==> src/rtl/svf_pkg.sv <==
// ----------------------------------------------------------------------------
// svf_pkg
// Shared types and constants of the state variable filter.
// ----------------------------------------------------------------------------
package svf_pkg;

    localparam int COEF_W    = 32;
    localparam int STATE_W   = 32;
    localparam int CH_W      = 3;
    localparam int REG_IDX_W = 3;
    localparam int VAL_W     = STATE_W + 1;
    localparam int PROD_W    = COEF_W + VAL_W;
    localparam int ACC_W     = PROD_W + 3;
    localparam int STEP_W    = 3;

    localparam logic [REG_IDX_W-1:0] REG_A1 = 3'd0;
    localparam logic [REG_IDX_W-1:0] REG_A2 = 3'd1;
    localparam logic [REG_IDX_W-1:0] REG_A3 = 3'd2;
    localparam logic [REG_IDX_W-1:0] REG_M0 = 3'd3;
    localparam logic [REG_IDX_W-1:0] REG_M1 = 3'd4;
    localparam logic [REG_IDX_W-1:0] REG_M2 = 3'd5;

    localparam logic [STEP_W-1:0] STEP_A1_IC1 = 3'd0;
    localparam logic [STEP_W-1:0] STEP_A2_V3  = 3'd1;
    localparam logic [STEP_W-1:0] STEP_A2_IC1 = 3'd2;
    localparam logic [STEP_W-1:0] STEP_A3_V3  = 3'd3;
    localparam logic [STEP_W-1:0] STEP_M0_X   = 3'd4;
    localparam logic [STEP_W-1:0] STEP_M1_V1  = 3'd5;
    localparam logic [STEP_W-1:0] STEP_M2_V2  = 3'd6;
    localparam logic [STEP_W-1:0] STEP_LAST   = 3'd7;

    typedef enum logic [1:0] {
        ST_IDLE,
        ST_RUN,
        ST_DONE
    } seq_state_t;

    typedef struct packed {
        logic              load;
        logic              run;
        logic [STEP_W-1:0] step;
        logic              finish;
    } seq_ctrl_t;

    typedef struct packed {
        logic signed [COEF_W-1:0] a1;
        logic signed [COEF_W-1:0] a2;
        logic signed [COEF_W-1:0] a3;
        logic signed [COEF_W-1:0] m0;
        logic signed [COEF_W-1:0] m1;
        logic signed [COEF_W-1:0] m2;
    } coef_set_t;

endpackage

==> src/rtl/svf_seq.sv <==
// ----------------------------------------------------------------------------
// svf_seq
// Sequencer: steps the shared multiply-accumulate unit through one item.
// ----------------------------------------------------------------------------
module svf_seq import svf_pkg::*; (
    input  logic      clk,
    input  logic      rst_n,
    input  logic      in_valid,
    input  logic      slot_free,
    output logic      in_ready,
    output seq_ctrl_t ctrl
);

    seq_state_t        state_reg;
    seq_state_t        state_next;
    logic [STEP_W-1:0] step_reg;
    logic [STEP_W-1:0] step_next;

    always_ff @(posedge clk or negedge rst_n)
    begin
        if (!rst_n)
        begin
            state_reg <= ST_IDLE;
            step_reg  <= '0;
        end
        else
        begin
            state_reg <= state_next;
            step_reg  <= step_next;
        end
    end

    always_comb
    begin
        state_next = state_reg;
        step_next  = '0;
        case (state_reg)
            ST_IDLE:
            begin
                if (in_valid)
                begin
                    state_next = ST_RUN;
                end
            end
            ST_RUN:
            begin
                step_next = step_reg + 1'b1;
                if (step_reg == STEP_LAST)
                begin
                    state_next = ST_DONE;
                end
            end
            ST_DONE:
            begin
                if (slot_free)
                begin
                    state_next = ST_IDLE;
                end
            end
            default:
            begin
                state_next = ST_IDLE;
            end
        endcase
    end

    always_comb
    begin
        in_ready    = 1'b0;
        ctrl.load   = 1'b0;
        ctrl.run    = 1'b0;
        ctrl.step   = step_reg;
        ctrl.finish = 1'b0;
        case (state_reg)
            ST_IDLE:
            begin
                in_ready  = 1'b1;
                ctrl.load = in_valid;
            end
            ST_RUN:
            begin
                ctrl.run = 1'b1;
            end
            ST_DONE:
            begin
                ctrl.finish = slot_free;
            end
            default:
            begin
                in_ready = 1'b0;
            end
        endcase
    end

endmodule

==> config.mk <==
export PLATFORM = sky130hd
export DESIGN_NAME = svf_seq
export DESIGN_NICKNAME = d
export VERILOG_FILES = /design/src/rtl/svf_pkg.sv /design/src/rtl/svf_seq.sv
export SDC_FILE = /design/constraint.sdc
export NUM_CORES = 1
export LEC_CHECK = 0
export ABC_AREA = 1
export BUFFER_PORTS_ARGS = -buffer_cell sky130_fd_sc_hd__buf_2
export CAP_MARGIN = 20
export CORE_AREA = 2 2 39 41
export CTS_BUF_LIST = sky130_fd_sc_hd__clkbuf_16
export DETAILED_ROUTE_END_ITERATION = 6
export DIE_AREA = 0 0 41 43
export PLACE_DENSITY = 0.43
export SLEW_MARGIN = 25
export SYNTH_ARGS = -nofsm -noshare
export SYNTH_HDL_FRONTEND = slang
export SYNTH_SLANG_ARGS = --single-unit
export TNS_END_PERCENT = 10
==> constraint.sdc <==
create_clock -name clk -period 1.6 [get_ports clk]
set_input_delay 0.48 -clock clk [delete_from_list [all_inputs] [get_ports clk]]
set_output_delay 0.48 -clock clk [all_outputs]
set_load 0.1 [all_outputs]
==> reports/results.ini, run 1 <==
[hold_path]
hold_path_class = in2async

[floorplanning]
die_y_um = 43
rows = 14
core_area_um2 = 1380
die_x_um = 41
die-area_um2 = 1760
boundaryPins = 11
start_util = 0.170

[global_route]
grt_max_degree = 6
grt_overflow = 0
antenna_found_initial = 0
grt_pass1_vias = 190
grt_first_pass_wirelength_um = 779
grt_usage = 0.0738

[sta]
fin_skew_ns = 0.00220
setup_viol = 0
min_period_ns = 1.59
worst_pin_slew_ns = 0.485
hold_viol = 0
period_share = 0.992
worst_slack_ns = 0.0120
fmax_mhz = 630
slew_headroom = 0.679
maxSlewViolCount = 0
rsz0062_at_grt = true

[placement]
place_congestion = 0.623
placed_area_um2 = 379
pre_cts_ws_ns = 0.184
dp_hpwl_um = 356
portBuffers = 10
dp.cells = 54

[final_layout]
syn2layout_area_growth_pct = 120
drive_gt1_frac = 0.617
final_nets = 54
antenna_cells = 0
largest_register_ff_count = 3
finalNonFillerCells = 63
final_core_util = 0.373
final_area_um2 = 517

[status]
status = finished clean

[drt]
routed_via_density = 3.71
drtPass1Iterations = 1
drc_errors = 0
wire_per_inst_um = 8.49
vias = 234
first_iter_violations = 0
wirelength_um = 535
ant_nets = 0

[worst_setup_path]
end_kind = primary output
start_kind = flip-flop
arrival_ns = 1.11
critPathKind = reg2out
cp.required_ns = 1.12
path_max_fanout = 5

[synth]
syn_inst = 28
yosys.area.top_type = dfrtp_1
ys_seq_elements = 5
synth_top_area_share = 0.532
yosysUniqueCellTypes = 7
syn-cell-area_um2 = 235
yosysSeqAreaShare = 0.532
yosysWarnings = 0
synth.area.top_cells = dfrtp_1, inv_1, ha_1, nand2_1, nand3_1
avgSynthCellArea_um2 = 8.40
syn_nets = 34

[clock_tree]
cts_tree = done
numCtsBuffers = 3
clockBufferDepth = 2
cts-htree-levels = 1
cts.hold.buffers_added = 0
clockRootBuffer = clkbuf_16
clk_latency_ns = 0.23
clkTransAtPathRegs_ns = 0.03
cts.sinks = 5

[job]
cap_violations = 0

[final timing paths]
path | depth (start not counted) | start | endpoint | slack [ns]
max | 4 | state_reg[0] | ctrl[0] | 0.01
min | 1 | rst_n | state_reg[1] | 0.06
max reg2reg | 4 | step_reg[0] | step_reg[2] | 0.55
min reg2reg | 1 | step_reg[0] | step_reg[0] | 0.45
max in group asynchronous | 1 | rst_n | state_reg[0] | 1.39
min in group clk | 1 | step_reg[0] | step_reg[0] | 0.45
[cell type report]
type                    instances  area [um^2]
clock buffers                   3         75.1
clock inverters                 1         3.75
fillers                       138          867
inverters                       8         33.8
multi-input cells              15          105
flip-flops and latches          5          128
well taps                      16         20.0
repair buffers                 15          151
[critical path, cell delays in order (launching register included)]
cell and delay (ns):
dfrtp_2 0.44, inv_2 0.08, nand2_2 0.06, nor2_4 0.12, buf_12 0.18
[through the flow]
step                      setup TNS, ns  hold WS [ns]
after floorplan                  -0.615         0.184
after detailed placement              0         0.302
after global placement                0         0.305
after global routing            -0.0318        0.0648
final                                 0        0.0620
after CTS                      -0.00506        0.0634
[metal layers]
layer,vias up,GRT usage,part of all wire
met1,102,0.0724,0.41
li1,122,-,-
met5,-,0,0
met4,0,0.0600,0
met3,0,0.0733,0.12
met2,10,0.0875,0.47
[synth_stat cells]
library cell  number
nand2_1            5
nor2_2             1
inv_1              8
nor2_1             4
ha_1               2
dfrtp_1            5
nand3_1            3
[logic make-up after synthesis]
logic type | synth area share
simple gates | 0.234
buf+inv | 0.128
flops | 0.532
fa+ha+maj | 0.106
[placed cells by master, fill, tap and decap left out]
cell        netlist  layout
buf_2             0       6
nand2_4           0       1
ha_1              2       2
inv_1             8       5
inv_2             0       3
clkinvlp_4        0       1
buf_6             0       1
nand2_2           0       2
buf_12            0       4
nand2_1           5       2
dfrtp_1           5       3
clkbuf_16         0       3
nor2_1            4       3
nor2_4            0       2
nand3_1           3       3
buf_4             0       4
dfrtp_2           0       2
[repair_timing]
action	CTS	global route
endpoints found under the setup margin	3	3
setup buffers	1	4
pin swaps	1	4
gates resized for setup	3	7
Power of run 1 is not shown: default switching activity piles up to over one toggle a cycle in this logic, so the estimate is an artifact.
==> inputs of run 2 (changes only) <==
Settings changed: SLEW_MARGIN 25 to default.
Clock period 1.6 ns to 2.1 ns, I/O delays scaled along.
==> reports/results.ini, run 2 (synthesized netlist as in run 1, its figures left out) <==
[global_route]
grt_usage = 0.0797  ; was 0.0738
grt_max_degree = 6  ; unchanged
antenna_found_initial = 0  ; unchanged
grt_first_pass_wirelength_um = 807  ; was 779 um
grt_pass1_vias = 196  ; was 190
grt_overflow = 0  ; unchanged

[placement]
placed_area_um2 = 343  ; was 379 um^2
dp_hpwl_um = 376  ; was 356 um
place_congestion = 0.638  ; was 0.623
portBuffers = 10  ; unchanged

[final_layout]
syn2layout_area_growth_pct = 80.3  ; was 120%
drive_gt1_frac = 0.357  ; was 0.617
final_common_cell = inv_1  ; was buf_2
layout_common_cells = inv_1, buf_2, nand2_1, dfrtp_1  ; was buf_2, inv_1, buf_12, buf_4
final_area_um2 = 424  ; was 517 um^2
largest_register_ff_count = 3  ; unchanged
final_nets = 49  ; was 54
antenna_cells = 0  ; unchanged

[drt]
wirelength_um = 508  ; was 535 um
vias = 213  ; was 234
drc_errors = 0  ; unchanged
wire_per_inst_um = 8.76  ; was 8.49 um
routed_via_density = 3.67  ; was 3.71
first_iter_violations = 2  ; was 0
drtPass1Iterations = 2  ; was 1
ant_nets = 0  ; unchanged

[clock_tree]
clk_latency_ns = 0.23  ; about the same
post_cts.repair.setup_buffers = 0  ; was 1
cts.hold.buffers_added = 0  ; unchanged
numCtsBuffers = 3  ; unchanged
cts.sinks = 5  ; unchanged
clkTransAtPathRegs_ns = 0.03  ; about the same
cts_tree = done  ; unchanged
clockRootBuffer = clkbuf_16  ; unchanged
clockBufferDepth = 2  ; unchanged
cts_resized = 0  ; was 3
cts-htree-levels = 1  ; unchanged

[sta]
fin_skew_ns = 0.000388  ; was 0.00220 ns
rsz0062_at_grt = false  ; was true
maxSlewViolCount = 0  ; unchanged
min_period_ns = 1.90
hold_viol = 0  ; unchanged
slew_headroom = 0.679  ; about the same
fmax_mhz = 526
setup_viol = 0  ; unchanged
period_share = 0.905
worst_pin_slew_ns = 0.486  ; was 0.485 ns

[floorplanning]
die-area_um2 = 1760  ; unchanged
boundaryPins = 11  ; unchanged
start_util = 0.170  ; unchanged
die_y_um = 43  ; unchanged
rows = 14  ; unchanged
die_x_um = 41  ; unchanged
core_area_um2 = 1380  ; unchanged

[worst_setup_path]
critPathKind = reg2out  ; unchanged
start_kind = flip-flop  ; unchanged
end_kind = primary output  ; unchanged
path_max_fanout = 4  ; was 5
r2r_slack_ns = 1.04  ; was 0.55 ns
critPathTopFamily = buffers and inverters  ; was flip-flops
cp.required_ns = 1.47  ; was 1.12 ns
crit_top_cell = inv_1
critPathMaxStageDelay_ns = 0.42  ; was 0.44 ns
worst-path-buf-inv = 3  ; was 2
arrival_ns = 1.27  ; was 1.11 ns
path_cells = inv_1 -> nand2_1 -> inv_1 -> clkbuf_4  ; was inv_2 -> nand2_2 -> nor2_4 -> buf_12
slowest_stage = dfrtp_1  ; was dfrtp_2

[status]
status = finished clean  ; unchanged

[hold_path]
hold_path_class = in2async  ; unchanged

[job]
cap_violations = 0  ; unchanged

-- run 2: cell count changes in the layout (fill, tap and decap cells not counted), sizes merged --
cell      delta
clkbuf       +1
inv          +1
clkinvlp     -1
buf          -6
-- run 2: path summary, 6_finish.rpt --
kind / start / endpoint / cells after the start
setup / recovery: state_reg[1] / ctrl[4] / 4
hold / removal: rst_n / step_reg[2] / 1
setup reg to reg: step_reg[0] / step_reg[2] / 4
hold reg to reg: step_reg[0] / step_reg[0] / 1
max in group asynchronous: rst_n / step_reg[1] / 1
min in group clk: step_reg[0] / step_reg[0] / 1
-- run 2: stage by stage --
| stage | setup WS, ns | hold WS, ns | util | setup TNS (ns) | cells |
|---|---|---|---|---|---|
| after floorplan | -0.227 | 0.334 | - | -0.227 | 28 |
| after global placement | 0.345 | 0.456 | 0.248 | 0 | 54 |
| after detailed placement | 0.342 | 0.456 | 0.248 | 0 | 54 |
| after CTS | 0.0957 | 0.214 | 0.305 | 0 | 58 |
| after global routing | 0.0933 | 0.219 | 0.307 | 0 | 58 |
| final | 0.200 | 0.213 | 0.307 | 0 | 58 |
-- run 2: final cells by class --
| class | count | area, um^2 |
|---|---|---|
| clock buffer | 3 | 75.1 |
| clock inverter | 1 | 3.75 |
| fill | 148 | 960 |
| inverter | 8 | 30.0 |
| multi-input combinational | 15 | 87.6 |
| sequential | 5 | 125 |
| tap | 16 | 20.0 |
| timing repair buffer | 10 | 82.6 |
-- run 2: routing by layer --
layer / GRT usage / vias to the layer above / part of all wire
met2: 0.0875 / 11 / 0.41
li1: - / 108 / -
met3: 0.0628 / 2 / 0.13
met5: 0 / - / 0
met4: 0.0800 / 0 / 0.031
met1: 0.0882 / 92 / 0.42
Power of run 2 is left out for the same reason.
