$ cat src/rtl/svf_pkg.sv
// ----------------------------------------------------------------------------
// svf_pkg
// Shared types and constants of the state variable filter.
// ----------------------------------------------------------------------------
package svf_pkg;

    localparam int COEF_W    = 32;
    localparam int STATE_W   = 32;
    localparam int CH_W      = 3;
    localparam int REG_IDX_W = 3;
    localparam int VAL_W     = STATE_W + 1;
    localparam int PROD_W    = COEF_W + VAL_W;
    localparam int ACC_W     = PROD_W + 3;
    localparam int STEP_W    = 3;

    localparam logic [REG_IDX_W-1:0] REG_A1 = 3'd0;
    localparam logic [REG_IDX_W-1:0] REG_A2 = 3'd1;
    localparam logic [REG_IDX_W-1:0] REG_A3 = 3'd2;
    localparam logic [REG_IDX_W-1:0] REG_M0 = 3'd3;
    localparam logic [REG_IDX_W-1:0] REG_M1 = 3'd4;
    localparam logic [REG_IDX_W-1:0] REG_M2 = 3'd5;

    localparam logic [STEP_W-1:0] STEP_A1_IC1 = 3'd0;
    localparam logic [STEP_W-1:0] STEP_A2_V3  = 3'd1;
    localparam logic [STEP_W-1:0] STEP_A2_IC1 = 3'd2;
    localparam logic [STEP_W-1:0] STEP_A3_V3  = 3'd3;
    localparam logic [STEP_W-1:0] STEP_M0_X   = 3'd4;
    localparam logic [STEP_W-1:0] STEP_M1_V1  = 3'd5;
    localparam logic [STEP_W-1:0] STEP_M2_V2  = 3'd6;
    localparam logic [STEP_W-1:0] STEP_LAST   = 3'd7;

    typedef enum logic [1:0] {
        ST_IDLE,
        ST_RUN,
        ST_DONE
    } seq_state_t;

    typedef struct packed {
        logic              load;
        logic              run;
        logic [STEP_W-1:0] step;
        logic              finish;
    } seq_ctrl_t;

    typedef struct packed {
        logic signed [COEF_W-1:0] a1;
        logic signed [COEF_W-1:0] a2;
        logic signed [COEF_W-1:0] a3;
        logic signed [COEF_W-1:0] m0;
        logic signed [COEF_W-1:0] m1;
        logic signed [COEF_W-1:0] m2;
    } coef_set_t;

endpackage

$ cat src/rtl/svf_mac.sv
// ----------------------------------------------------------------------------
// svf_mac
// Shared multiplier with rounding accumulator, node and state saturation.
// ----------------------------------------------------------------------------
module svf_mac import svf_pkg::*; #(
    parameter int SAMPLE_WIDTH   = 24,
    parameter int COEF_FRAC_BITS = 24
) (
    input  logic                           clk,
    input  logic                           rst_n,
    input  seq_ctrl_t                      ctrl,
    input  logic signed [SAMPLE_WIDTH-1:0] sample,
    input  coef_set_t                      coef,
    input  logic signed [STATE_W-1:0]      ic1,
    input  logic signed [STATE_W-1:0]      ic2,
    output logic                           wr_en,
    output logic signed [STATE_W-1:0]      wr_one,
    output logic signed [STATE_W-1:0]      wr_two,
    output logic signed [SAMPLE_WIDTH-1:0] y,
    output logic                           clip
);

    localparam int DIFF_W = STATE_W + 2;
    localparam logic signed [ACC_W-1:0] HALF = ACC_W'(1) << (COEF_FRAC_BITS - 1);
    localparam logic signed [STATE_W-1:0] STATE_MAX = {1'b0, {(STATE_W-1){1'b1}}};
    localparam logic signed [STATE_W-1:0] STATE_MIN = {1'b1, {(STATE_W-1){1'b0}}};
    localparam logic signed [SAMPLE_WIDTH-1:0] Y_MAX = {1'b0, {(SAMPLE_WIDTH-1){1'b1}}};
    localparam logic signed [SAMPLE_WIDTH-1:0] Y_MIN = {1'b1, {(SAMPLE_WIDTH-1){1'b0}}};

    logic signed [SAMPLE_WIDTH-1:0] x_reg;
    logic signed [VAL_W-1:0]        v3_reg;
    logic signed [PROD_W-1:0]       prod_reg;
    logic signed [ACC_W-1:0]        acc_reg;
    logic signed [STATE_W-1:0]      v1_reg;
    logic signed [STATE_W-1:0]      v2_reg;
    logic signed [SAMPLE_WIDTH-1:0] y_reg;
    logic                           clip_reg;

    logic signed [COEF_W-1:0] coef_op;
    logic signed [VAL_W-1:0]  val_op;
    logic signed [ACC_W-1:0]  rnd;
    logic signed [ACC_W-1:0]  base;
    logic signed [ACC_W-1:0]  sum;
    logic                     sum_ovf32;
    logic signed [STATE_W-1:0] sum_sat32;
    logic                     sum_ovfy;
    logic signed [SAMPLE_WIDTH-1:0] sum_saty;
    logic signed [DIFF_W-1:0] d1;
    logic signed [DIFF_W-1:0] d2;
    logic                     d1_ovf;
    logic                     d2_ovf;

    always_comb
    begin
        coef_op = coef.a1;
        val_op  = VAL_W'(ic1);
        case (ctrl.step)
            STEP_A1_IC1:
            begin
                coef_op = coef.a1;
                val_op  = VAL_W'(ic1);
            end
            STEP_A2_V3:
            begin
                coef_op = coef.a2;
                val_op  = v3_reg;
            end
            STEP_A2_IC1:
            begin
                coef_op = coef.a2;
                val_op  = VAL_W'(ic1);
            end
            STEP_A3_V3:
            begin
                coef_op = coef.a3;
                val_op  = v3_reg;
            end
            STEP_M0_X:
            begin
                coef_op = coef.m0;
                val_op  = VAL_W'(x_reg);
            end
            STEP_M1_V1:
            begin
                coef_op = coef.m1;
                val_op  = VAL_W'(v1_reg);
            end
            STEP_M2_V2:
            begin
                coef_op = coef.m2;
                val_op  = VAL_W'(v2_reg);
            end
            default:
            begin
                coef_op = coef.a1;
                val_op  = VAL_W'(ic1);
            end
        endcase
    end

    // round to nearest, ties up
    assign rnd = (ACC_W'(prod_reg) + HALF) >>> COEF_FRAC_BITS;

    always_comb
    begin
        base = acc_reg;
        case (ctrl.step)
            STEP_A2_V3:  base = '0;
            STEP_A3_V3:  base = ACC_W'(ic2);
            STEP_M1_V1:  base = '0;
            default:     base = acc_reg;
        endcase
    end

    assign sum = base + rnd;

    assign sum_ovf32 = !((&sum[ACC_W-1:STATE_W-1]) || !(|sum[ACC_W-1:STATE_W-1]));
    assign sum_sat32 = sum_ovf32 ? (sum[ACC_W-1] ? STATE_MIN : STATE_MAX)
                                 : sum[STATE_W-1:0];
    assign sum_ovfy  = !((&sum[ACC_W-1:SAMPLE_WIDTH-1]) || !(|sum[ACC_W-1:SAMPLE_WIDTH-1]));
    assign sum_saty  = sum_ovfy ? (sum[ACC_W-1] ? Y_MIN : Y_MAX)
                                : sum[SAMPLE_WIDTH-1:0];

    assign d1 = (DIFF_W'(v1_reg) <<< 1) - DIFF_W'(ic1);
    assign d2 = (DIFF_W'(v2_reg) <<< 1) - DIFF_W'(ic2);
    assign d1_ovf = !((&d1[DIFF_W-1:STATE_W-1]) || !(|d1[DIFF_W-1:STATE_W-1]));
    assign d2_ovf = !((&d2[DIFF_W-1:STATE_W-1]) || !(|d2[DIFF_W-1:STATE_W-1]));

    assign wr_en  = ctrl.run && (ctrl.step == STEP_M1_V1);
    assign wr_one = d1_ovf ? (d1[DIFF_W-1] ? STATE_MIN : STATE_MAX) : d1[STATE_W-1:0];
    assign wr_two = d2_ovf ? (d2[DIFF_W-1] ? STATE_MIN : STATE_MAX) : d2[STATE_W-1:0];

    always_ff @(posedge clk or negedge rst_n)
    begin
        if (!rst_n)
        begin
            clip_reg <= 1'b0;
        end
        else if (ctrl.load)
        begin
            clip_reg <= 1'b0;
        end
        else if (ctrl.run)
        begin
            case (ctrl.step)
                STEP_A2_IC1: clip_reg <= clip_reg | sum_ovf32;
                STEP_M0_X:   clip_reg <= clip_reg | sum_ovf32;
                STEP_M1_V1:  clip_reg <= clip_reg | d1_ovf | d2_ovf;
                STEP_LAST:   clip_reg <= clip_reg | sum_ovfy;
                default:     clip_reg <= clip_reg;
            endcase
        end
    end

    always_ff @(posedge clk)
    begin
        if (ctrl.load)
        begin
            x_reg <= sample;
        end
        if (ctrl.run)
        begin
            prod_reg <= coef_op * val_op;
            acc_reg  <= sum;
            case (ctrl.step)
                STEP_A1_IC1: v3_reg <= VAL_W'(x_reg) - VAL_W'(ic2);
                STEP_A2_IC1: v1_reg <= sum_sat32;
                STEP_M0_X:   v2_reg <= sum_sat32;
                STEP_LAST:   y_reg  <= sum_saty;
                default:     ;
            endcase
        end
    end

    assign y    = y_reg;
    assign clip = clip_reg;

endmodule

$ cat config.mk
export PLATFORM = sky130hd
export DESIGN_NAME = svf_mac
export DESIGN_NICKNAME = d
export VERILOG_FILES = /design/src/rtl/svf_pkg.sv /design/src/rtl/svf_mac.sv
export SDC_FILE = /design/constraint.sdc
export NUM_CORES = 2
export LEC_CHECK = 0
export BUFFER_PORTS_ARGS = -buffer_cell sky130_fd_sc_hd__buf_2
export CAP_MARGIN = 15
export CORE_AREA = 5 5 345 347
export DETAILED_ROUTE_END_ITERATION = 6
export DIE_AREA = 0 0 350 352
export GPL_TIMING_DRIVEN = 0
export PLACE_DENSITY = 0.69
export REMOVE_ABC_BUFFERS = 1
export SLEW_MARGIN = 10
export SYNTH_ARGS = -nofsm -noshare
export SYNTH_HDL_FRONTEND = slang
export SYNTH_SLANG_ARGS = --single-unit
export TNS_END_PERCENT = 1
$ cat constraint.sdc
create_clock -name clk -period 9.5 [get_ports clk]
set_input_delay 1.9 -clock clk [delete_from_list [all_inputs] [get_ports clk]]
set_output_delay 1.9 -clock clk [all_outputs]
set_load 0.01 [all_outputs]
==> flow_summary.ini <==
[cells_and_area]
register_area_mm2 = 0.00768
finalNonFillerCells = 8374
fillers = 9803
area_growth_pct = 19.1
drive_gt1_share_pct = 17.6
fin_util_pct = 59.1
largest_reg_flops = 68
nNetsFinal = 8569
design_area_mm2 = 0.0683
multi_input_area_mm2 = 0.0461

[synth]
yosysSeqAreaShare_pct = 13.4
ys_types = 89
async_reset_ff_share_pct = 0.391
ys_top_cells_by_area = fa_1 (39%), edfxtp_1 (13%), inv_1 (7.6%)
synth_most_common_cell = inv_1
synth_area_mm2 = 0.0573
synth_top_area_share_pct = 38.9
synth_common_cells = inv_1 (1160), fa_1 (1115), nand2_1 (738)
synth_top_flop_cell = edfxtp_1
synth_top_cell_by_area = fa_1
synth_edf_count = 255
syn_inst = 6319
postSynthAreaPerCell_um2 = 9.07
ys_seq_elements = 256
yosys_warnings = 0

[clock_tree]
clockBufferDepth = 3
cts_made_buffers = 30
clk_pin_slew_ns = 0.06
cts_tree = done
clock_latency_ns = 0.62
h-tree-depth = 1
cts_root_buffer = clkbuf_16
cts.sinks = 256

[sta]
fin_ws_ns = -1.53
drv_slew = 0
clock.fmax_ghz = 0.0906
fin_crit_sh_pct = 116
finalClockSkew_ns = 0.0415
hold_viol = 0
worst_pin_slew_ns = 1.22
relSlewSlack_pct = 18.6
period_needed_ns = 11.03
whs_ns = 0.752
setup_viol = 101
grt_setup_unrepaired = true

[placement]
placed_cell_area_mm2 = 0.0622
place_congestion = 0.963
hpwlAfterDp_um = 163000
place_inst = 7996
portBuffers = 376

[critical_path]
cp_max_fo = 8
worstPathArrival_ns = 11.37
reg2reg_depth = 32
start_kind = input pin
r2r_start = x_reg[23]$_DFFE_PP_
r2r_end = prod_reg[64]$_DFFE_PP_
required_ns = 9.84
reg2reg_slack_ns = -0.34
critical_path.most_common_cell = fa_1
cpPeakStageDelay_ns = 0.62
endpoint_kind = flop
crit_type = in -> reg
cp_slowest_cell = fa_1

[worst_hold_path]
hold_path.class = reg -> reg
hold_depth = 3
min_to = clip$_DFFE_PN0P_
hp-start = clip$_DFFE_PN0P_

[drt]
drc = 0
routedWlPerCell_um = 26.9
avgViaCountPerCell = 6.02
wirelength_um = 225000
firstDrtPassIters = 6
drtIter0Drc = 5428
ant_nets = 0
vias = 50435

[die]
pin_count = 378
core_mm2 = 0.116
fp-row-count = 125
start_util_pct = 49.6
die_w_um = 350
design.die.area_mm2 = 0.123
die_y_um = 352

[global_route]
grt_use_met3_pct = 12.4
antenna_found_initial = 10
grt_pass1_vias = 52237
grt.busiest_layer = met2
met1_usage_pct = 45.2
grt_pass1_wl_um = 329000
globalRouteMet2Util_pct = 55.1
track_usage_pct = 35.8
grt_max_degree = 73
gr-total-overflow = 0

[outcome]
status = finished, violations left
violations = setup timing

[flow_run]
maxCapViolCount = 0
[through the flow]
stage,worst slack (ns),setup TNS (ns)
after floorplan,-3.09,-98.18
after global placement,-13.86,-1411.23
after detailed placement,-5.14,-271.72
after CTS,-1.47,-29.77
after global routing,-1.67,-40.31
final,-1.53,-37.46
[cell type report]
| type | count | share of cell area (%) |
|---|---|---|
| clock inverter | 17 | 0.286 |
| sequential | 256 | 11.2 |
| multi-input combinational | 4596 | 67.5 |
| timing repair buffer | 774 | 10.6 |
| clock buffer | 35 | 1.13 |
| inverter | 1162 | 6.44 |
| tap | 1524 | 2.79 |
| antenna | 10 | 0.0366 |
[metal layers]
layer	wire length [um]	vias to the layer above	share of wire (%)
li1	-	21059	-
met1	79900	25350	35
met2	99600	3208	44
met3	30900	812	14
met4	14600	6	6.5
met5	41	-	0.018
[cell usage in the layout (no fill, tap or decap), types with 29 or more instances in the layout]
master        n
nor2_2       40
a21o_1      120
xor2_1       82
ha_1        332
nand2b_1     77
mux2i_1      39
nor2b_1      34
edfxtp_1    255
a22o_1       37
a21oi_1     181
xnor2_1     144
buf_12       79
nand2_1     723
buf_16       29
fa_1       1080
clkbuf_16    34
nand4_1      49
o21a_1       35
buf_2       372
inv_1      1148
nand3_1      55
fa_2         35
o21ai_0     195
buf_4       228
nor2_1      649
and2_1       36
o21ai_4      32
nor3_1       52
[cells by family after synthesis]
kind of cell / count (synthesis) / share of synthesized area, %
mux: 73 / 1.84
simple gates: 1857 / 14.0
fa+ha+maj: 1461 / 46.5
xor+xnor: 228 / 3.48
buf+inv: 1472 / 9.71
flops: 256 / 13.4
compound gates: 972 / 11.1
[worst max-delay path by stage]
stage | endpoint | slack, ns | start | depth (start not counted)
2_1_floorplan | prod_reg[64]$_DFFE_PP_ | -3.09 | ctrl[1] | 31
3_3_place_gp | prod_reg[64]$_DFFE_PP_ | -13.86 | ctrl[3] | 30
3_5_place_dp | prod_reg[64]$_DFFE_PP_ | -5.14 | ctrl[2] | 36
4_1_cts | prod_reg[64]$_DFFE_PP_ | -1.47 | ctrl[2] | 37
5_1_grt | prod_reg[61]$_DFFE_PP_ | -1.67 | ctrl[1] | 40
6_report | prod_reg[64]$_DFFE_PP_ | -1.53 | ctrl[1] | 39
[critical path, delay by kind of cell]
kind	cells	cell delay, ns
adder cells (fa/ha/maj)	9	4.23
AO/OA/AOI/OAI	13	3.04
buffers and inverters	10	1.37
AND/OR/NAND/NOR	6	0.64
XOR/XNOR	1	0.12
[what timing repair did]
action                                  4_1_cts  5_1_grt
buffers inserted                            208       78
pin swaps                                   134       94
resized for setup                           272       95
endpoints found under the setup margin      128      105
cloned                                       30        5
hold endpoints to repair                      0        0
hold buffers                                  0        0
Power is not shown: default switching activity piles up to over one toggle a cycle in this logic, so the estimate is an artifact.
