--- src/rtl/svf_pkg.sv ---
// ----------------------------------------------------------------------------
// svf_pkg
// Shared types and constants of the state variable filter.
// ----------------------------------------------------------------------------
package svf_pkg;

    localparam int COEF_W    = 32;
    localparam int STATE_W   = 32;
    localparam int CH_W      = 3;
    localparam int REG_IDX_W = 3;
    localparam int VAL_W     = STATE_W + 1;
    localparam int PROD_W    = COEF_W + VAL_W;
    localparam int ACC_W     = PROD_W + 3;
    localparam int STEP_W    = 3;

    localparam logic [REG_IDX_W-1:0] REG_A1 = 3'd0;
    localparam logic [REG_IDX_W-1:0] REG_A2 = 3'd1;
    localparam logic [REG_IDX_W-1:0] REG_A3 = 3'd2;
    localparam logic [REG_IDX_W-1:0] REG_M0 = 3'd3;
    localparam logic [REG_IDX_W-1:0] REG_M1 = 3'd4;
    localparam logic [REG_IDX_W-1:0] REG_M2 = 3'd5;

    localparam logic [STEP_W-1:0] STEP_A1_IC1 = 3'd0;
    localparam logic [STEP_W-1:0] STEP_A2_V3  = 3'd1;
    localparam logic [STEP_W-1:0] STEP_A2_IC1 = 3'd2;
    localparam logic [STEP_W-1:0] STEP_A3_V3  = 3'd3;
    localparam logic [STEP_W-1:0] STEP_M0_X   = 3'd4;
    localparam logic [STEP_W-1:0] STEP_M1_V1  = 3'd5;
    localparam logic [STEP_W-1:0] STEP_M2_V2  = 3'd6;
    localparam logic [STEP_W-1:0] STEP_LAST   = 3'd7;

    typedef enum logic [1:0] {
        ST_IDLE,
        ST_RUN,
        ST_DONE
    } seq_state_t;

    typedef struct packed {
        logic              load;
        logic              run;
        logic [STEP_W-1:0] step;
        logic              finish;
    } seq_ctrl_t;

    typedef struct packed {
        logic signed [COEF_W-1:0] a1;
        logic signed [COEF_W-1:0] a2;
        logic signed [COEF_W-1:0] a3;
        logic signed [COEF_W-1:0] m0;
        logic signed [COEF_W-1:0] m1;
        logic signed [COEF_W-1:0] m2;
    } coef_set_t;

endpackage

--- src/rtl/svf_store.sv ---
// ----------------------------------------------------------------------------
// svf_store
// Per-channel integrator states with registered read and written flags.
// ----------------------------------------------------------------------------
module svf_store import svf_pkg::*; #(
    parameter int CHANNELS = 8
) (
    input  logic                      clk,
    input  logic                      rst_n,
    input  logic                      rd_en,
    input  logic [CH_W-1:0]           rd_channel,
    input  logic                      wr_en,
    input  logic signed [STATE_W-1:0] wr_one,
    input  logic signed [STATE_W-1:0] wr_two,
    output logic signed [STATE_W-1:0] rd_one,
    output logic signed [STATE_W-1:0] rd_two
);

    localparam int ADDR_W = (CHANNELS > 1) ? $clog2(CHANNELS) : 1;

    logic signed [STATE_W-1:0] one_mem [CHANNELS];
    logic signed [STATE_W-1:0] two_mem [CHANNELS];
    logic [CHANNELS-1:0]       written_reg;
    logic [ADDR_W-1:0]         addr_reg;
    logic                      in_range_reg;
    logic                      hit_reg;
    logic signed [STATE_W-1:0] one_reg;
    logic signed [STATE_W-1:0] two_reg;
    logic [ADDR_W-1:0]         rd_addr;
    logic                      in_range;

    assign rd_addr  = ADDR_W'(rd_channel);
    assign in_range = 32'(rd_channel) < CHANNELS;

    always_ff @(posedge clk or negedge rst_n)
    begin
        if (!rst_n)
        begin
            written_reg  <= '0;
            hit_reg      <= 1'b0;
            in_range_reg <= 1'b0;
        end
        else
        begin
            if (rd_en)
            begin
                in_range_reg <= in_range;
                hit_reg      <= in_range && written_reg[rd_addr];
            end
            if (wr_en && in_range_reg)
            begin
                written_reg[addr_reg] <= 1'b1;
            end
        end
    end

    always_ff @(posedge clk)
    begin
        if (rd_en)
        begin
            addr_reg <= rd_addr;
            one_reg  <= one_mem[rd_addr];
            two_reg  <= two_mem[rd_addr];
        end
    end

    always_ff @(posedge clk)
    begin
        if (wr_en && in_range_reg)
        begin
            one_mem[addr_reg] <= wr_one;
            two_mem[addr_reg] <= wr_two;
        end
    end

    assign rd_one = hit_reg ? one_reg : '0;
    assign rd_two = hit_reg ? two_reg : '0;

endmodule

--- config.mk ---
export PLATFORM = sky130hd
export DESIGN_NAME = svf_store
export DESIGN_NICKNAME = d
export VERILOG_FILES = /design/src/rtl/svf_pkg.sv /design/src/rtl/svf_store.sv
export SDC_FILE = /design/constraint.sdc
export NUM_CORES = 1
export LEC_CHECK = 0
export BUFFER_PORTS_ARGS = -buffer_cell sky130_fd_sc_hd__buf_2
export CAP_MARGIN = 10
export CORE_UTILIZATION = 50
export DETAILED_ROUTE_END_ITERATION = 7
export GPL_TIMING_DRIVEN = 0
export PLACE_DENSITY = 0.79
export RECOVER_POWER = 100
export SYNTH_ARGS = -nofsm -noshare
export SYNTH_HDL_FRONTEND = slang
export SYNTH_SLANG_ARGS = --single-unit
export TNS_END_PERCENT = 20
--- constraint.sdc ---
create_clock -name clk -period 16.5 [get_ports clk]
set_clock_uncertainty 0.2 [all_clocks]
set_input_delay 1.65 -clock clk [delete_from_list [all_inputs] [get_ports clk]]
set_output_delay 1.65 -clock clk [all_outputs]
set_load 0.02 [all_outputs]
==> impl_metrics.env, run 1 <==
export IMPL_run_status="finished, violations left"
export IMPL_violated_checks="max-capacitance violations, max-slew violations"
export IMPL_worstSetupEndpointType="register"
export IMPL_synthesis_area_per_instance_um2=24.08
export IMPL_synth_adder_area_share=0
export IMPL_postSynth_asyncResetShare=0.01698
export IMPL_fp_dieW_um=212.1
export IMPL_post_cts_resized=0
export IMPL_routed_wl_um=43840
export IMPL_initial_core_util=0.5092
export IMPL_synth_area_mux_share=0.1665
export IMPL_hp_class="reg -> reg"
export IMPL_fmax_mhz=181.6
export IMPL_synth_simple_area_share=0.02346
export IMPL_cellLeakagePower_nw=7.940
export IMPL_first_global_vias=10570
export IMPL_dieArea_mm2=0.04500
export IMPL_hpwl_after_dpl_um=26770
export IMPL_pin_count=135
export IMPL_worst_skew_pair_late_latency_ns=0.58
export IMPL_ys_ff_latch=589
export IMPL_placement_rows=76
export IMPL_nNetsFinal=1215
export IMPL_area_growth_syn_to_layout_pct=14.21
export IMPL_postCtsSetupBuffers=0
export IMPL_tritoncts="done"
export IMPL_post_synth_top_area_cell="sky130_fd_sc_hd__edfxtp_1"
export IMPL_yosys_top_cells_count="sky130_fd_sc_hd__edfxtp_1, sky130_fd_sc_hd__mux4_2, sky130_fd_sc_hd__and2_1, sky130_fd_sc_hd__mux2_2, sky130_fd_sc_hd__clkbuf_1"
export IMPL_largestRegisters="one_mem: 256 flops, two_mem: 256 flops"
export IMPL_placed_cell_area_mm2=0.02415
export IMPL_cts_path_max_buffers=3
export IMPL_placed_cells_incl_taps=1671
export IMPL_placer_congestion_estimate=0.7114
export IMPL_detail_route_drc_violations=0
export IMPL_internal_power_mw=2.473
export IMPL_pwr_share_comb=0.068
export IMPL_cts_hold_fix_buffers=0
export IMPL_synth_ff_type="sky130_fd_sc_hd__edfxtp_1"
export IMPL_netlist_cell_types=20
export IMPL_detailroute_via_count=9962
export IMPL_unrepaired_setup_endpoints_after_global_routing="false"
export IMPL_finalWorstPathRequiredPeriod_ns=5.505
export IMPL_syn_cell_area_mm2=0.02208
export IMPL_vias_per_cell=5.619
export IMPL_p_seq_frac=0.547
export IMPL_clk_transition_reported_paths_ns=0.06
export IMPL_synth_seq_area_share=0.7988
export IMPL_fillerInstances=3126
export IMPL_cts_num_sinks=589
export IMPL_antenna_found_initial=1
export IMPL_layout_drive_gt1_share=0.2746
export IMPL_final_cell_area_mm2=0.02522
export IMPL_grt_start_max_net_pins=58
export IMPL_ant_nets=0
export IMPL_maxSlewHeadroom=-1.635
export IMPL_postSynthCellCount=917
export IMPL_irDropWorstVdd_mv=0.07342
export IMPL_crit_arrival_ns=5.52
export IMPL_power_frac_clock=0.385
export IMPL_synth_compound_gate_area_share=0
export IMPL_report_final_setup_viol=0
export IMPL_synth_top_family_by_area="multiplexers"
export IMPL_finalHoldWorstSlack_ns=0.2723
export IMPL_critPathMaxFanout=11
export IMPL_total_power_mw=3.133
export IMPL_detailedRoute_firstIterationViolations=757
export IMPL_cts_buffers_inserted=56
export IMPL_yosys_warnings=0
export IMPL_cap_violations=12
export IMPL_grt_first_pass_wirelength_um=65460
export IMPL_overall_fraction_of_global_route_tracks_in_use=0.2028
export IMPL_synth_largest_type_area_fraction=0.7874
export IMPL_pwr_density_cell_mw_per_mm2=124.2
export IMPL_fin_max_slew_vios=302
export IMPL_avgRoutedWirePerCell_um=24.73
export IMPL_ys_top_cells_by_area="sky130_fd_sc_hd__edfxtp_1, sky130_fd_sc_hd__mux4_2, sky130_fd_sc_hd__mux2_2"
export IMPL_core_footprint_mm2=0.04336
export IMPL_power_switching_fraction=0.2105
export IMPL_yosys_cell_count_top_type="sky130_fd_sc_hd__edfxtp_1"
export IMPL_critical_path_required_ns=16.52
export IMPL_synth_fp_nets=988
export IMPL_synthXorXnorAreaFrac=0
export IMPL_cts_htree_levels=2
export IMPL_drt_pass1_iter_count=5
export IMPL_critical_path_class="in -> reg"
export IMPL_switchingPower_uw=659.4
export IMPL_critical_path_start_type="input port"
export IMPL_portBuffers=134
export IMPL_final_hold_viol_count=0
export IMPL_final_min_period_over_clock_period=0.3337
export IMPL_synth_edf_count=579
export IMPL_grt_overflow=0
export IMPL_actual_transition_at_the_worst_max_transition_pin_ns=3.952
export IMPL_root_buffer="sky130_fd_sc_hd__clkbuf_16"
export IMPL_dieHeight_um=212.1
export IMPL_setup_tns_ns=0
export IMPL_final_instance_count_excl_fill=1773
[final cells by class]
class | instances | area, µm² | area share
Clock inverter | 31 | 241.5 | 0.009576
Tap cell | 585 | 732.0 | 0.02903
Clock buffer | 70 | 1475 | 0.05850
Timing Repair Buffer | 169 | 688.2 | 0.02729
Multi-Input combinational cell | 284 | 4194 | 0.1663
Inverter | 1 | 3.754 | 0.0001488
Antenna cell | 1 | 2.502 | 0.00009923
Buffer | 43 | 244.0 | 0.009675
Sequential cell | 589 | 17640 | 0.6994
[logic make-up after synthesis]
group,after synthesis
mux,198
buf+inv,44
flops,589
simple gates,86
[per-stage QoR]
step,utilization,worst slack (ns)
global placement,0.5416,4.903
finish,0.5816,10.99
floorplan,-,9.536
CTS,0.5965,11.86
global route,0.5815,10.73
detailed placement,0.5569,12.28
[power groups by stage]
stage / Sequential (mW) / Combinational (mW) / Clock [mW]
finish: 1.71 / 0.213 / 1.21
global route: 1.72 / 0.230 / 1.28
CTS: 1.71 / 0.235 / 1.23
detailed placement: 1.74 / 0.233 / 0
global placement: 1.75 / 0.213 / 0
floorplan: 1.74 / 0.134 / 0
[layout by cell type, fill, tap and decap left out, drive strengths merged]
cell type / instances
buf: 62
clkinvlp: 2
and2: 64
clkbuf: 220
nand3: 1
nand2b: 2
nor2: 6
or2: 9
nor3: 2
bufinv: 4
edfxtp: 579
mux4: 129
nand3b: 1
nand2: 1
diode: 1
inv: 2
clkinv: 24
mux2: 64
mux2i: 5
dfrtp: 10
[final timing paths]
path	from	end	slack, ns	cells after the start
min reg2reg	written_reg[3]$_DFFE_PN0N_	written_reg[3]$_DFFE_PN0N_	0.27	1
max reg2reg	addr_reg[1]$_DFFE_PP_	two_mem[0][7]$_DFFE_PP_	11.82	6
max	wr_en	two_mem[0][7]$_DFFE_PP_	10.99	7
min in group asynchronous	rst_n	written_reg[5]$_DFFE_PN0N_	0.83	1
min	written_reg[3]$_DFFE_PN0N_	written_reg[3]$_DFFE_PN0N_	0.27	1
max in group asynchronous	rst_n	written_reg[0]$_DFFE_PN0N_	14.91	1
[worst max-delay path, stage by stage]
cell and delay, ns:
sky130_fd_sc_hd__clkbuf_1 0.19, sky130_fd_sc_hd__nand3b_1 0.21, sky130_fd_sc_hd__nor3_1 1.08, sky130_fd_sc_hd__clkbuf_1 0.59
sky130_fd_sc_hd__clkbuf_1 0.57, sky130_fd_sc_hd__clkbuf_1 0.62, sky130_fd_sc_hd__clkbuf_1 0.59
[metal layers]
layer / global-route usage / vias up / routed length (µm)
met2: 0.3330 / 321 / 21970
met5: 0 / - / 17
met1: 0.2810 / 5288 / 18350
li1: - / 4284 / -
met4: 0.06247 / 2 / 926
met3: 0.03383 / 67 / 2579
No activity file was read; power rests on OpenSTA's default activity.
==> inputs of run 2 (changes only) <==
==> constraint.sdc (replaced) <==
create_clock -name clk -period 5.3 [get_ports clk]
set_clock_uncertainty 0.2 [all_clocks]
set_input_delay 0.53 -clock clk [delete_from_list [all_inputs] [get_ports clk]]
set_output_delay 0.53 -clock clk [all_outputs]
set_load 0.02 [all_outputs]
==> run 2 against run 1 <==
Net effect:
- count of clock-buffer cells in the layout increased by 7
- via count increased by 2.6%
- core utilization increased by 1.6 points
- largest power group unchanged
- routed wire length increased by 1.9%
- highest routed layer unchanged
- first-iteration DRC count increased by 25%
- largest cell class unchanged
- the run still ends with max-capacitance violations, max-slew violations left
- sequential cell count unchanged
- register-to-register slack got worse by 11 ns
- final area increased by 2.8%
- sequential share of layout area decreased by 1.9 points
- critical path type is now reg -> reg
- die area unchanged
- total power increased to 3.2 times the previous value
==> impl_metrics.env, run 2 (same netlist as run 1, synthesis figures left out) <==
export IMPL_detailedRoute_firstIterationViolations=944
export IMPL_routed_wl_um=44700
export IMPL_layout_drive_gt1_share=0.2769
export IMPL_dieArea_mm2=0.04500
export IMPL_pwr_share_comb=0.071
export IMPL_pin_count=135
export IMPL_drt_pass1_iter_count=5
export IMPL_dieHeight_um=212.1
export IMPL_reg2reg_slack_ns=1.12
export IMPL_detail_route_drc_violations=0
export IMPL_area_growth_syn_to_layout_pct=17.38
export IMPL_nNetsFinal=1259
export IMPL_fin_max_slew_vios=172
export IMPL_irDropWorstVdd_mv=0.2663
export IMPL_ant_nets=0
export IMPL_grt_overflow=0
export IMPL_initial_core_util=0.5092
export IMPL_cellLeakagePower_nw=8.247
export IMPL_switchingPower_mw=2.062
export IMPL_final_min_period_over_clock_period=0.7882
export IMPL_antenna_found_initial=4
export IMPL_critPathMaxFanout=16
export IMPL_worst_skew_pair_late_latency_ns=0.58
export IMPL_cp_buffers_inverters=2
export IMPL_fmax_mhz=239.4
export IMPL_placed_cell_area_mm2=0.02415
export IMPL_first_global_vias=10910
export IMPL_critical_path_start_type="register"
export IMPL_hpwl_after_dpl_um=27260
export IMPL_routed_wl_met3_um=2861
export IMPL_avgRoutedWirePerCell_um=24.63
export IMPL_overall_fraction_of_global_route_tracks_in_use=0.2058
export IMPL_wl_met1_um=18190
export IMPL_actual_transition_at_the_worst_max_transition_pin_ns=2.830
export IMPL_hp_class="in -> reg"
export IMPL_maxSlewHeadroom=-0.8939
export IMPL_final_cell_area_mm2=0.02592
export IMPL_max_incr_delay_on_cp_ns=1.42
export IMPL_cts_htree_levels=2
export IMPL_critical_path_class="reg -> reg"
export IMPL_placer_congestion_estimate=0.7058
export IMPL_cts_buffers_inserted=56
export IMPL_portBuffers=134
export IMPL_core_footprint_mm2=0.04336
export IMPL_critPathSlowestCell="sky130_fd_sc_hd__nor3_1"
export IMPL_cpLargestDelayFamily="simple AND/OR/NAND/NOR gates"
export IMPL_post_cts_resized=0
export IMPL_worstSetupEndpointType="register"
export IMPL_layout_cells_most_common="sky130_fd_sc_hd__edfxtp_1"
export IMPL_met2_wirelength_um=22650
export IMPL_run_status="finished, violations left"
export IMPL_power_switching_fraction=0.2080
export IMPL_finalWorstPathRequiredPeriod_ns=4.178
export IMPL_detailroute_via_count=10220
export IMPL_crit_arrival_ns=4.17
export IMPL_fp_dieW_um=212.1
export IMPL_final_hold_viol_count=0
export IMPL_cts_path_max_buffers=3
export IMPL_grt_start_max_net_pins=37
export IMPL_internal_power_mw=7.852
export IMPL_route_top_layer_used="met5"
export IMPL_layout_cells_most_common_list="sky130_fd_sc_hd__edfxtp_1, sky130_fd_sc_hd__clkbuf_1, sky130_fd_sc_hd__mux4_2"
export IMPL_cts_num_sinks=589
export IMPL_report_final_setup_viol=0
export IMPL_power_frac_clock=0.391
export IMPL_root_buffer="sky130_fd_sc_hd__clkbuf_16"
export IMPL_critical_path_required_ns=5.29
export IMPL_grt_first_pass_wirelength_um=66850
export IMPL_finalHoldWorstSlack_ns=0.1126
export IMPL_largestRegisters="one_mem: 256 flops, two_mem: 256 flops"
export IMPL_violated_checks="max-capacitance violations, max-slew violations"
export IMPL_clk_transition_reported_paths_ns=0.06
export IMPL_crit_top_cell="sky130_fd_sc_hd__clkbuf_1"
export IMPL_unrepaired_setup_endpoints_after_global_routing="false"
export IMPL_setup_tns_ns=0
export IMPL_tritoncts="done"
export IMPL_total_power_mw=9.913
export IMPL_vias_per_cell=5.630
export IMPL_placement_rows=76
export IMPL_cap_violations=8
export IMPL_p_seq_frac=0.538
export IMPL_pwr_density_cell_mw_per_mm2=382.5
export IMPL_cp_cell_sequence="nand3b_1 -> nor3_1 -> clkbuf_1 -> clkbuf_1"
run 2: cell types whose count changed in the layout (fill, tap and decap cells not counted), moves of 2 or more:
cell and change:
sky130_fd_sc_hd__dlygate4sd3_1 +52, sky130_fd_sc_hd__clkbuf_1 -15, sky130_fd_sc_hd__clkinv_1 -10, sky130_fd_sc_hd__buf_12 +6
sky130_fd_sc_hd__clkbuf_8 +5, sky130_fd_sc_hd__buf_16 +2
run 2: final timing paths:
| path | start | end | depth (start not counted) |
|---|---|---|---|
| setup / recovery | addr_reg[1]$_DFFE_PP_ | two_mem[0][11]$_DFFE_PP_ | 4 |
| hold / removal | wr_two[22] | two_mem[7][22]$_DFFE_PP_ | 1 |
| setup reg to reg | addr_reg[1]$_DFFE_PP_ | two_mem[0][11]$_DFFE_PP_ | 4 |
| hold reg to reg | written_reg[0]$_DFFE_PN0N_ | written_reg[0]$_DFFE_PN0N_ | 1 |
| max in group asynchronous | rst_n | written_reg[7]$_DFFE_PN0N_ | 2 |
| min in group asynchronous | rst_n | written_reg[6]$_DFFE_PN0N_ | 2 |
run 2: repair_timing:
action | 4_1_cts | 5_1_grt
setup buffers | 0 | 0
hold buffers | 52 | 0
hold endpoints to repair | 369 | 0
run 2: per-layer routing:
metal,vias to the layer above,track usage
met3,83,0.03914
met2,380,0.3428
li1,4373,-
met5,-,0
met4,4,0.05897
met1,5378,0.2790
run 2: power by group through the flow:
stage / clock network [mW] / registers, mW / logic, mW
after CTS: 3.94 / 5.33 / 0.764
final: 3.87 / 5.33 / 0.706
after detailed placement: 0 / 5.43 / 0.726
after floorplan: 0 / 5.42 / 0.417
after global placement: 0 / 5.44 / 0.665
after global routing: 4.11 / 5.34 / 0.759
run 2: layout make-up:
type	instances	area [µm²]
antenna	2	5.005
tap	585	732.0
timing repair buffer	213	1325
fill	3076	17440
clock inverter	21	225.2
clock buffer	77	1551
multi-input combinational	284	4194
buffer	43	244.0
sequential	589	17640
inverter	1	3.754
run 2: stage by stage:
stage / cells / worst slack (ns) / util
2_1_floorplan: 917 / 1.210 / -
3_3_place_gp: 1636 / -1.677 / 0.5418
3_5_place_dp: 1663 / 2.419 / 0.5568
4_1_cts: 1813 / 1.881 / 0.6098
5_1_grt: 1815 / 0.9214 / 0.5977
6_report: 1815 / 1.122 / 0.5977
